==> config.mk <==
export PLATFORM = sky130hd
export DESIGN_NAME = rational_add_reduce
export DESIGN_NICKNAME = d
export VERILOG_FILES = /design/src/hdl/rar_pkg.sv /design/src/hdl/rar_div.sv /design/src/hdl/rational_add_reduce.sv
export SDC_FILE = /design/constraint.sdc
export NUM_CORES = 2
export LEC_CHECK = 0
export ABC_AREA = 0
export BUFFER_PORTS_ARGS = -buffer_cell sky130_fd_sc_hd__buf_4
export CORE_MARGIN = 2
export CORE_UTILIZATION = 44
export CTS_BUF_LIST = sky130_fd_sc_hd__clkbuf_16
export CTS_CLUSTER_SIZE = 10
export DETAILED_ROUTE_END_ITERATION = 7
export GPL_TIMING_DRIVEN = 0
export MAX_ROUTING_LAYER = met4
export SETUP_SLACK_MARGIN = 0.5
export SYNTH_ARGS = -nofsm -noshare
export SYNTH_HDL_FRONTEND = slang
export SYNTH_SLANG_ARGS = --single-unit
==> constraint.sdc <==
create_clock -name i_clk -period 13.8 [get_ports i_clk]
set_clock_uncertainty 0.15 [all_clocks]
set_input_delay 1.38 -clock i_clk [delete_from_list [all_inputs] [get_ports i_clk]]
set_output_delay 1.38 -clock i_clk [all_outputs]
set_load 0.005 [all_outputs]
==> src/hdl/rar_pkg.sv <==
// Package for rational_add_reduce: widths, status codes, sequencer states,
// divider request/response types and the sign/magnitude encode function.
`timescale 1ns / 1ps

package rar_pkg;

    localparam int VALUE_WIDTH = 32;
    localparam int FIELD_W     = 32;
    localparam int MAG_W       = VALUE_WIDTH;
    localparam int DW          = 2 * VALUE_WIDTH;
    localparam int DIV_CW      = $clog2(DW);
    localparam int IN_W        = 4 * FIELD_W;
    localparam int OUT_W       = ((2 * FIELD_W + 3 + 7) / 8) * 8;

    localparam logic [DW-1:0] MAG_LIM = DW'(1) << (VALUE_WIDTH - 1);

    localparam logic [1:0] ST_OK       = 2'd0;
    localparam logic [1:0] ST_ZERO_DEN = 2'd1;
    localparam logic [1:0] ST_OVERFLOW = 2'd2;

    typedef enum logic [3:0] {
        S_IDLE,
        S_GCD,
        S_GCD_WAIT,
        S_CHK,
        S_DIVN_WAIT,
        S_DIVD_START,
        S_DIVD_WAIT,
        S_RED_END,
        S_MUL1,
        S_MUL2,
        S_MUL3,
        S_SUM,
        S_FINAL
    } t_state;

    typedef enum logic [1:0] {
        PH_A,
        PH_B,
        PH_S
    } t_phase;

    typedef struct packed {
        logic          start;
        logic [DW-1:0] dividend;
        logic [DW-1:0] divisor;
    } t_div_req;

    typedef struct packed {
        logic          done;
        logic [DW-1:0] quo;
        logic [DW-1:0] rem;
    } t_div_rsp;

    function automatic logic [VALUE_WIDTH-1:0] encode(input logic neg,
                                                      input logic [VALUE_WIDTH-1:0] mag);
        encode = neg ? (VALUE_WIDTH'(0) - mag) : mag;
    endfunction

endpackage

==> src/hdl/rar_div.sv <==
// Restoring divider, one quotient bit per cycle, shared by gcd and reduction.
// Depends on rar_pkg for widths and request/response types.
`timescale 1ns / 1ps

module rar_div (
    input  logic              i_clk,
    input  logic              i_rst_n,
    input  rar_pkg::t_div_req i_req,
    output rar_pkg::t_div_rsp o_rsp
);

    logic                        r_busy, n_busy;
    logic                        r_done, n_done;
    logic [rar_pkg::DIV_CW-1:0]  r_cnt, n_cnt;
    logic [rar_pkg::DW-1:0]      r_div, n_div;
    logic [rar_pkg::DW:0]        r_rem, n_rem;
    logic [rar_pkg::DW-1:0]      r_quo, n_quo;
    logic [rar_pkg::DW:0]        shifted;
    logic [rar_pkg::DW:0]        diff;

    always_comb begin
        shifted = {r_rem[rar_pkg::DW-1:0], r_quo[rar_pkg::DW-1]};
        diff    = shifted - {1'b0, r_div};
        n_busy  = r_busy;
        n_done  = 1'b0;
        n_cnt   = r_cnt;
        n_div   = r_div;
        n_rem   = r_rem;
        n_quo   = r_quo;
        if (i_req.start) begin
            n_busy = 1'b1;
            n_cnt  = rar_pkg::DIV_CW'(rar_pkg::DW - 1);
            n_div  = i_req.divisor;
            n_rem  = '0;
            n_quo  = i_req.dividend;
        end else if (r_busy) begin
            // A clear borrow bit means the shifted remainder covers the divisor.
            n_rem = diff[rar_pkg::DW] ? shifted : diff;
            n_quo = {r_quo[rar_pkg::DW-2:0], ~diff[rar_pkg::DW]};
            n_cnt = r_cnt - 1'b1;
            if (r_cnt == '0) begin
                n_busy = 1'b0;
                n_done = 1'b1;
            end
        end
    end

    always_ff @(posedge i_clk) begin
        if (!i_rst_n) begin
            r_busy <= 1'b0;
            r_done <= 1'b0;
            r_cnt  <= '0;
        end else begin
            r_busy <= n_busy;
            r_done <= n_done;
            r_cnt  <= n_cnt;
        end
    end

    always_ff @(posedge i_clk) begin
        r_div <= n_div;
        r_rem <= n_rem;
        r_quo <= n_quo;
    end

    assign o_rsp.done = r_done;
    assign o_rsp.quo  = r_quo;
    assign o_rsp.rem  = r_rem[rar_pkg::DW-1:0];

endmodule

==> src/hdl/rational_add_reduce.sv <==
// rational_add_reduce: adds two fractions and reduces operands and sum by gcd.
// Uses rar_pkg and the shared divider rar_div.
//
// Usage:
//   The input word on s_axis carries num_a, den_a, num_b, den_b. The result
//   word on m_axis carries sum_num, sum_den, equal and status (0 ok, 1 zero
//   denominator, 2 result overflow). One word in gives exactly one word out.
// Timing:
//   The block takes one input word at a time; s_axis_tready is high only
//   while the sequencer is idle. Each word with nonzero denominators runs
//   three reductions (a, b and the sum), each a Euclid gcd and, when the gcd
//   exceeds one, two divisions, all on one 64-bit restoring divider; three
//   products and the sum are formed between the b and sum reductions. A
//   zero denominator word skips all of this and goes to the final state.
// Stall and reset:
//   The result sits in an output register until taken; the next input word
//   is accepted meanwhile, and the sequencer waits at the end only if the
//   previous result is still held. Reset empties the output register and
//   returns the sequencer to idle; there is no stored state beyond that.
`timescale 1ns / 1ps

module rational_add_reduce (
    input  logic                      i_clk,
    input  logic                      i_rst_n,
    input  logic                      s_axis_tvalid,
    output logic                      s_axis_tready,
    // num_a[31:0], den_a[63:32], num_b[95:64], den_b[127:96]
    input  logic [rar_pkg::IN_W-1:0]  s_axis_tdata,
    output logic                      m_axis_tvalid,
    input  logic                      m_axis_tready,
    // sum_num[31:0], sum_den[63:32], equal[64], status[66:65], zero pad
    output logic [rar_pkg::OUT_W-1:0] m_axis_tdata
);

    localparam int VW = rar_pkg::VALUE_WIDTH;
    localparam int DW = rar_pkg::DW;
    localparam int MW = rar_pkg::MAG_W;

    rar_pkg::t_state r_state, n_state;
    rar_pkg::t_phase r_phase, n_phase;
    logic            r_ov, n_ov;

    // operand a and b in sign/magnitude form
    logic          r_an_neg, n_an_neg, r_ad_neg, n_ad_neg;
    logic          r_bn_neg, n_bn_neg, r_bd_neg, n_bd_neg;
    logic [MW-1:0] r_an, n_an, r_ad, n_ad, r_bn, n_bn, r_bd, n_bd;
    // working fraction under reduction and gcd pair
    logic          r_wn_neg, n_wn_neg, r_wd_neg, n_wd_neg;
    logic [DW-1:0] r_wn, n_wn, r_wd, n_wd, r_gx, n_gx, r_gy, n_gy;
    logic [DW-1:0] r_p1, n_p1, r_p2, n_p2, r_pd, n_pd;
    logic          r_equal, n_equal;
    logic          r_err, n_err;
    logic [rar_pkg::OUT_W-1:0] r_odata, n_odata;

    logic [VW-1:0] f_na, f_da, f_nb, f_db;
    logic [MW-1:0] m_na, m_da, m_nb, m_db;
    logic [MW-1:0] mul_x, mul_y;
    logic [DW-1:0] product;
    logic          p1_neg, p2_neg;
    logic          fit_n, fit_d;
    logic [VW-1:0] enc_n, enc_d;

    rar_pkg::t_div_req div_req;
    rar_pkg::t_div_rsp div_rsp;

    rar_div u_div (
        .i_clk   (i_clk),
        .i_rst_n (i_rst_n),
        .i_req   (div_req),
        .o_rsp   (div_rsp)
    );

    assign f_na = s_axis_tdata[VW-1:0];
    assign f_da = s_axis_tdata[rar_pkg::FIELD_W +: VW];
    assign f_nb = s_axis_tdata[2*rar_pkg::FIELD_W +: VW];
    assign f_db = s_axis_tdata[3*rar_pkg::FIELD_W +: VW];
    assign m_na = f_na[VW-1] ? (MW'(0) - f_na) : f_na;
    assign m_da = f_da[VW-1] ? (MW'(0) - f_da) : f_da;
    assign m_nb = f_nb[VW-1] ? (MW'(0) - f_nb) : f_nb;
    assign m_db = f_db[VW-1] ? (MW'(0) - f_db) : f_db;

    assign p1_neg = r_an_neg ^ r_bd_neg;
    assign p2_neg = r_bn_neg ^ r_ad_neg;

    // one multiplier, its operands chosen by the step
    always_comb begin
        case (r_state)
            rar_pkg::S_MUL1: begin mul_x = r_an; mul_y = r_bd; end
            rar_pkg::S_MUL2: begin mul_x = r_bn; mul_y = r_ad; end
            default:         begin mul_x = r_ad; mul_y = r_bd; end
        endcase
        product = DW'(mul_x) * DW'(mul_y);
    end

    assign fit_n = r_wn_neg ? (r_wn <= rar_pkg::MAG_LIM) : (r_wn < rar_pkg::MAG_LIM);
    assign fit_d = r_wd_neg ? (r_wd <= rar_pkg::MAG_LIM) : (r_wd < rar_pkg::MAG_LIM);
    assign enc_n = rar_pkg::encode(r_wn_neg, r_wn[VW-1:0]);
    assign enc_d = rar_pkg::encode(r_wd_neg, r_wd[VW-1:0]);

    always_comb begin
        n_state  = r_state;
        n_phase  = r_phase;
        n_ov     = r_ov;
        n_an_neg = r_an_neg; n_ad_neg = r_ad_neg; n_bn_neg = r_bn_neg; n_bd_neg = r_bd_neg;
        n_an     = r_an;     n_ad     = r_ad;     n_bn     = r_bn;     n_bd     = r_bd;
        n_wn_neg = r_wn_neg; n_wd_neg = r_wd_neg;
        n_wn     = r_wn;     n_wd     = r_wd;     n_gx     = r_gx;     n_gy     = r_gy;
        n_p1     = r_p1;     n_p2     = r_p2;     n_pd     = r_pd;
        n_equal  = r_equal;
        n_err    = r_err;
        n_odata  = r_odata;
        div_req  = '{start: 1'b0, dividend: r_gx, divisor: r_gy};
        s_axis_tready = 1'b0;

        if (r_ov && m_axis_tready) begin
            n_ov = 1'b0;
        end

        case (r_state)
            rar_pkg::S_IDLE: begin
                s_axis_tready = 1'b1;
                if (s_axis_tvalid) begin
                    n_an_neg = f_na[VW-1]; n_an = m_na;
                    n_ad_neg = f_da[VW-1]; n_ad = m_da;
                    n_bn_neg = f_nb[VW-1]; n_bn = m_nb;
                    n_bd_neg = f_db[VW-1]; n_bd = m_db;
                    n_wn_neg = f_na[VW-1]; n_wn = DW'(m_na);
                    n_wd_neg = f_da[VW-1]; n_wd = DW'(m_da);
                    n_gx     = DW'(m_na);
                    n_gy     = DW'(m_da);
                    n_phase  = rar_pkg::PH_A;
                    n_err    = (m_da == '0) || (m_db == '0);
                    n_state  = n_err ? rar_pkg::S_FINAL : rar_pkg::S_GCD;
                end
            end
            rar_pkg::S_GCD: begin
                if (r_gy == '0) begin
                    n_state = rar_pkg::S_CHK;
                end else begin
                    div_req.start = 1'b1;
                    n_state = rar_pkg::S_GCD_WAIT;
                end
            end
            rar_pkg::S_GCD_WAIT: begin
                if (div_rsp.done) begin
                    n_gx    = r_gy;
                    n_gy    = div_rsp.rem;
                    n_state = rar_pkg::S_GCD;
                end
            end
            rar_pkg::S_CHK: begin
                // A gcd of one leaves the fraction as it is.
                if (r_gx > DW'(1)) begin
                    div_req = '{start: 1'b1, dividend: r_wn, divisor: r_gx};
                    n_state = rar_pkg::S_DIVN_WAIT;
                end else begin
                    n_state = rar_pkg::S_RED_END;
                end
            end
            rar_pkg::S_DIVN_WAIT: begin
                if (div_rsp.done) begin
                    n_wn    = div_rsp.quo;
                    n_state = rar_pkg::S_DIVD_START;
                end
            end
            rar_pkg::S_DIVD_START: begin
                div_req = '{start: 1'b1, dividend: r_wd, divisor: r_gx};
                n_state = rar_pkg::S_DIVD_WAIT;
            end
            rar_pkg::S_DIVD_WAIT: begin
                if (div_rsp.done) begin
                    n_wd    = div_rsp.quo;
                    n_state = rar_pkg::S_RED_END;
                end
            end
            rar_pkg::S_RED_END: begin
                n_wn_neg = r_wn_neg && (r_wn != '0);
                case (r_phase)
                    rar_pkg::PH_A: begin
                        n_an_neg = n_wn_neg;   n_an = r_wn[MW-1:0];
                        n_ad     = r_wd[MW-1:0];
                        n_wn_neg = r_bn_neg;   n_wn = DW'(r_bn);
                        n_wd_neg = r_bd_neg;   n_wd = DW'(r_bd);
                        n_gx     = DW'(r_bn);
                        n_gy     = DW'(r_bd);
                        n_phase  = rar_pkg::PH_B;
                        n_state  = rar_pkg::S_GCD;
                    end
                    rar_pkg::PH_B: begin
                        n_bn_neg = n_wn_neg;   n_bn = r_wn[MW-1:0];
                        n_bd     = r_wd[MW-1:0];
                        n_state  = rar_pkg::S_MUL1;
                    end
                    default: begin
                        n_state = rar_pkg::S_FINAL;
                    end
                endcase
            end
            rar_pkg::S_MUL1: begin
                n_p1    = product;
                n_equal = (rar_pkg::encode(r_an_neg, r_an) == rar_pkg::encode(r_bn_neg, r_bn))
                       && (rar_pkg::encode(r_ad_neg, r_ad) == rar_pkg::encode(r_bd_neg, r_bd));
                n_state = rar_pkg::S_MUL2;
            end
            rar_pkg::S_MUL2: begin
                n_p2    = product;
                n_state = rar_pkg::S_MUL3;
            end
            rar_pkg::S_MUL3: begin
                n_pd    = product;
                n_state = rar_pkg::S_SUM;
            end
            rar_pkg::S_SUM: begin
                if (p1_neg == p2_neg) begin
                    n_wn_neg = p1_neg;
                    n_wn     = r_p1 + r_p2;
                end else if (r_p1 >= r_p2) begin
                    n_wn_neg = p1_neg;
                    n_wn     = r_p1 - r_p2;
                end else begin
                    n_wn_neg = p2_neg;
                    n_wn     = r_p2 - r_p1;
                end
                n_wd_neg = r_ad_neg ^ r_bd_neg;
                n_wd     = r_pd;
                n_gx     = n_wn;
                n_gy     = r_pd;
                n_phase  = rar_pkg::PH_S;
                n_state  = rar_pkg::S_GCD;
            end
            rar_pkg::S_FINAL: begin
                if (!r_ov || m_axis_tready) begin
                    n_odata = '0;
                    if (r_err) begin
                        n_odata[2*rar_pkg::FIELD_W+1 +: 2] = rar_pkg::ST_ZERO_DEN;
                    end else if (!fit_n || !fit_d) begin
                        n_odata[2*rar_pkg::FIELD_W]        = r_equal;
                        n_odata[2*rar_pkg::FIELD_W+1 +: 2] = rar_pkg::ST_OVERFLOW;
                    end else begin
                        n_odata[0 +: rar_pkg::FIELD_W]     = rar_pkg::FIELD_W'(enc_n);
                        n_odata[rar_pkg::FIELD_W +: rar_pkg::FIELD_W] =
                            rar_pkg::FIELD_W'(enc_d);
                        n_odata[2*rar_pkg::FIELD_W]        = r_equal;
                        n_odata[2*rar_pkg::FIELD_W+1 +: 2] = rar_pkg::ST_OK;
                    end
                    n_ov    = 1'b1;
                    n_state = rar_pkg::S_IDLE;
                end
            end
            default: begin
                n_state = rar_pkg::S_IDLE;
            end
        endcase
    end

    always_ff @(posedge i_clk) begin
        if (!i_rst_n) begin
            r_state <= rar_pkg::S_IDLE;
            r_phase <= rar_pkg::PH_A;
            r_ov    <= 1'b0;
        end else begin
            r_state <= n_state;
            r_phase <= n_phase;
            r_ov    <= n_ov;
        end
    end

    always_ff @(posedge i_clk) begin
        r_an_neg <= n_an_neg; r_ad_neg <= n_ad_neg; r_bn_neg <= n_bn_neg; r_bd_neg <= n_bd_neg;
        r_an     <= n_an;     r_ad     <= n_ad;     r_bn     <= n_bn;     r_bd     <= n_bd;
        r_wn_neg <= n_wn_neg; r_wd_neg <= n_wd_neg;
        r_wn     <= n_wn;     r_wd     <= n_wd;     r_gx     <= n_gx;     r_gy     <= n_gy;
        r_p1     <= n_p1;     r_p2     <= n_p2;     r_pd     <= n_pd;
        r_equal  <= n_equal;
        r_err    <= n_err;
        r_odata  <= n_odata;
    end

    assign m_axis_tvalid = r_ov;
    assign m_axis_tdata  = r_odata;

endmodule

# After elaboration in Yosys (flattened, before gate mapping)
# Index checks and enable logic that the tools add are counted.
# word_totals
register_bits	858
inputBits	132
output_inout_bits	74
elab_cells	198
# op_classes
add_sub_neg	15
n_mul	1
order_cmp	6
eq_ne	23
n_mux	83
bitwise_logic	6
reduce_logical	34
# ops
cell	n
64-bit one-hot mux with 4 select lines	4
64-bit two-way mux	12
32-bit two-way mux	19
32-bit one-hot mux with 2 select lines	5
1-bit by 32-bit subtractor with 32-bit output (first input constant)	10
128-bit one-hot mux with 2 select lines	1
129-bit two-way mux	1
64-bit by 32-bit less-or-equal comparator with 1-bit output (second input constant)	2
64-bit by 32-bit < comparator with 1-bit output (second input constant)	2
64-bit subtractor	2
65-bit by 64-bit subtractor with 65-bit output	1
64-bit adder	1
32-bit == test	2
64-bit >= comparator	1
64-bit by 1-bit > comparator with 1-bit output (second input constant)	1
32-bit logical NOT	2
64-bit logical NOT	1
32-bit by 32-bit multiplier with 64-bit output	1
64-bit nonzero test	1
4-bit one-hot mux with 13 select lines	1
4-bit two-way mux	6
1-bit two-way mux	21
4-bit == test (second input constant)	5
4-bit by 3-bit == test with 1-bit output (second input constant)	4
other kinds (31)	62

# Logic depth before layout (Yosys ltp)
# depth
depth_word	7
mapped_depth	36
ltp_nobuf	32

# Hierarchy
# A second synthesis with hierarchy kept.
# unflattened
hier_cells	10162
hier_area_um2	91544.0
# by_module_without_submodules
mod	n_inst	cells_each	area_per_inst_um2	seq_area_each_um2
rational_add_reduce	1	8981	79672.7	19688.9
rar_div	1	1181	11871.4	5285.1

# Worst setup path before layout
# OpenSTA, ideal clock, no wires.
# synth_path
path_kind	register -> register
from	reg r_state[2]
to	reg r_p1[60], data pin
setup_ps	276
arrival_time_ps	11163
required_ps	13374
path_slack_ps	2211
stages_incl_launch_ff	32
path_buffers	4
period_less_slack_ps	11589
cell_sequence	dfxtp_1 -> nand2b_1 -> nor2_1 -> and2_1 -> clkbuf_1 -> buf_1 -> buf_1 -> mux2i_1 -> nor2_1 -> fa_1 -> ha_1 -> fa_1 -> inv_1 -> fa_1 -> inv_1 -> fa_1 -> fa_1 -> fa_1 -> fa_1 -> ha_1 -> clkbuf_1 -> nand4_1 -> or2_2 -> o221ai_1 -> a31oi_1 -> o31a_1 -> o41ai_1 -> a221oi_1 -> o31ai_1 -> a31oi_1 -> o41ai_1 -> xnor2_1
# synth_via
elab_chain_len	3
word_cells_on_any_way	5
cone_classes	1 x mul; 2 x eq/ne; 2 x mux
# synth_lines
item	line	text
start: declaration	rational_add_reduce.sv:39	rar_pkg::t_state r_state, n_state;
start signal: assignment	rational_add_reduce.sv:258	r_state <= rar_pkg::S_IDLE;
start signal: assignment	rational_add_reduce.sv:262	r_state <= n_state;
4-bit == test	rational_add_reduce.sv:87	case (r_state)
32-bit one-hot mux with 2 select lines or 32-bit two-way mux (tied branches)	rational_add_reduce.sv:87	
32-bit by 32-bit multiplier with 64-bit output (*)	rational_add_reduce.sv:92	product = DW'(mul_x) * DW'(mul_y);
named net product[60]	rational_add_reduce.sv:58	logic [DW-1:0] product;
end signal: assignment	rational_add_reduce.sv:273	r_p1 <= n_p1; r_p2 <= n_p2; r_pd <= n_pd;
end: declaration	rational_add_reduce.sv:50	logic [DW-1:0] r_p1, n_p1, r_p2, n_p2, r_pd, n_pd;
# Mark *: on every way through the listed nets, which the timed path passes. The rest lies on a longest branch.
# A chain may end at the register's enable or synchronous reset.

# Final worst setup path
# layout_path
from	reg r_state[0]
to	reg r_pd[56], data pin
# layout_via
elab_chain_len	3
word_cells_on_any_way	5
cone_classes	1 x mul; 2 x eq/ne; 2 x mux
# layout_lines
item	line
4-bit == test	rational_add_reduce.sv:87
32-bit one-hot mux with 2 select lines or 32-bit two-way mux (tied branches)	rational_add_reduce.sv:87
32-bit by 32-bit multiplier with 64-bit output (*)	rational_add_reduce.sv:92
named net product[56]	rational_add_reduce.sv:58
end signal: assignment	rational_add_reduce.sv:273
end: declaration	rational_add_reduce.sv:50
# Marked as above.

==> results.md <==
- Largest area contributor in the netlist: edfxtp_1
- Max Cap Viol: 5
- Hold Vio Cnt, Final: 0
- Final Net Count: 12100
- Layout Cell Area excl Fill: 100000 um2
- Pre-antenna DRT Iters: 8
- Largest fanout on the critical path: 10
- Final ANT Viol Nets: 0
- Setup-failing EPs final: 0
- Slowest-stage cell, CP: clkbuf_1
- Worst setup margin: 445 ps
- Post-Syn Instances: 10200
- Slew Limit Headroom: -8.46%
- Fillers: 20100
- Total track usage: 42.3%
- Area Overhead vs Synth: 10.0%
- WL per Instance: 33.2 um
- GR Util met3: 9.27%
- Synth warn: 0
- Post-synth top flop: edfxtp_1
- Total number of vias: 84300
- CTS tree: built
- CP Launch Type: register
- RSZ-0062 raised after global routing: false
- Multi-input logic area: 59900 um2
- Initial DRC count: 11100
- CTS root buf: clkbuf_16
- Worst slack at placement: -1180 ps
- Failing checks: capacitance limit, slew limit
- Initial antenna violation count: 30
- Clk Latency, worst-skew pair: 800 ps
- Hold Buf Count CTS: 0
- Pin count of the biggest net entering global routing: 61
- Routability Congestion: 1.09
- Wirelength, routed: 443000 um
- I/O pin count: 206
- DP HPWL: 368000 um
- Post-synth top area share: 25.7%
- FFs w/ async S/R, synth: 0%
- Setup slack, reg-to-reg: 440 ps
- Max Fclk: 74.9 MHz
- Row cnt: 167
- Syn_area_per_cell: 8.95 um2
- Initial Utilization: 44.1%
- Critical path class: reg -> reg
- Vias per Instance: 6.32
- Final worst-path cycle share: 96.8%
- Clock slew at reported path FFs: 60 ps
- Clock Tree Buf Depth: 3
- Finished Core Util: 48.5%
- Core area: 206000 um2
- First-pass GRT wire length: 612000 um
- Req. time, crit path: 14130 ps
- # DRC: 0
- Worst path max stage delay: 920 ps
- Post-synthesis cell area: 91100 um2
- CTS Sinks: 858
- Sum Neg Setup Slack: 0 ps
- Worst hold-check path type: reg -> reg
- GR Util met1: 53.4%
- Synth top area cells: edfxtp_1 26%, fa_1 20%, ha_1 7.3%
- Num CTS Buffers: 103
- Gr busiest metal: met2
- Worst-Margin Slew: 1620 ps
- Layout cells sized above 1: 5.26%
- Most frequent CP cell: fa_1
- Yosys cell types: 91
- Met2 Track Usage GR: 61.7%
- Die H: 459 um
- Die W: 459 um
- Worst Setup End Kind: register
- Post-synth EDFFs: 779
- Count of input and output buffers: 194
- Die footprint: 211000 um2
- Seq/Total Area, Yosys: 27.4%
- Yosys reg bits: 858
- Status: finished with violations
- Vias in the first global route: 81100
- Fin crit period: 13360 ps
- Dpl cell area: 96800 um2
- CP arrival: 13680 ps
- FF/Latch Area: 25000 um2
- Total congestion overflow: 0
- H-tree depth: 3
- Max-slew violations: 25
-- synth_stat cells, types with 14 or more instances --
library cell	number
inv_1	1180
fa_1	900
or4_1	49
ha_1	529
clkbuf_1	505
and3_1	31
mux2i_1	109
a22o_1	133
nor2b_1	50
a2111oi_0	15
o2111ai_1	14
o21a_1	30
o21bai_1	95
a21oi_1	638
or2_2	39
o22ai_1	17
o211ai_1	147
o311ai_0	14
a221oi_1	19
nand2_1	1117
nand3_1	91
and2_1	23
o31ai_1	96
a21boi_0	23
a31oi_1	117
nor3_1	95
nor4_1	97
o21ai_0	377
nor2_1	1313
xor2_1	221
o31a_1	18
a311oi_1	17
a21o_1	182
xnor2_1	300
buf_1	53
nand2b_1	63
dfxtp_1	79
o41ai_1	43
a22oi_1	119
edfxtp_1	779
nand4_1	89
mux2_2	40
a211oi_1	62
or3_1	73
-- what timing repair did --
action / in CTS / in global routing
gates resized for setup: 40 / 14
pin swaps: 0 / 1
buffers inserted: 0 / 1
endpoints found under the setup margin: 60 / 27
-- cell usage in the layout, fill, tap and decap left out, types with 97 or more instances in the layout --
master,instances
clkbuf_1,489
nand2_1,1114
ha_1,529
a31oi_1,114
fa_1,900
a22o_1,133
clkbuf_16,104
a21o_1,182
xnor2_1,292
nor2_1,1312
buf_4,202
o21ai_0,377
edfxtp_1,779
o211ai_1,147
inv_1,1223
a22oi_1,119
nor4_1,97
a21oi_1,633
xor2_1,219
-- registers in the layout (all words and copies together) (netlist names), 64 cells and up --
name,flops
m_axis_tdata,67
r_gx,64
r_gy,64
r_p1,64
r_p2,64
r_pd,64
r_wd,64
r_wn,64
u_div.r_div,64
u_div.r_quo,64
u_div.r_rem,64
-- layout make-up --
cell class	instances	area share, %
clock inverters	72	0.491
diodes	31	0.0774
multi-input cells	7565	59.7
repair buffers	234	2.16
clock buffers	104	2.60
inverters	1185	4.44
well taps	2704	3.38
plain buffers	571	2.21
flip-flops and latches	858	24.9
-- through the flow --
step,hold WS [ps],cells
finish,371,13300
global route,416,13300
CTS,379,13300
detailed placement,365,13100
global placement,371,13100
floorplan,312,10200
-- worst max-delay path: cells and delay by family (launching register included) --
| kind | cells | cell delay, ps |
|---|---|---|
| flops | 1 | 360 |
| simple gates | 3 | 660 |
| xor+xnor | 1 | 580 |
| mux | 1 | 590 |
| buf+inv | 9 | 3230 |
| fa+ha+maj | 9 | 4330 |
| compound gates | 9 | 3120 |
-- final timing paths --
kind,end,cells after the start,start
max,r_pd[56]$_DFFE_PP_,32,r_state[0]$_SDFFE_PN0P_
max reg2reg,r_pd[56]$_DFFE_PP_,32,r_state[0]$_SDFFE_PN0P_
min,m_axis_tdata[65]$_SDFFCE_PP1P_,0,r_err$_DFFE_PP_
min reg2reg,m_axis_tdata[65]$_SDFFCE_PP1P_,0,r_err$_DFFE_PP_
-- routing by layer --
metal	wire length, um	part of all wire (%)	vias to the layer above
li1	-	-	35400
met1	171000	39	42200
met2	190000	43	5482
met3	46500	10	1173
met4	35000	7.9	0
met5	0	0	-
-- cells by family after synthesis --
group,Yosys count,share of synthesized area (%)
adder cells (fa/ha/maj),1429,27.0
flip-flops,858,27.4
AND/OR/NAND/NOR,3176,15.1
buffers and inverters,1757,7.28
other,1,0.00412
AO/OA/AOI/OAI,2285,16.5
multiplexers,149,1.69
XOR/XNOR,521,5.01
Power is not shown: default switching activity piles up to over one toggle a cycle in this logic, so the estimate is an artifact.
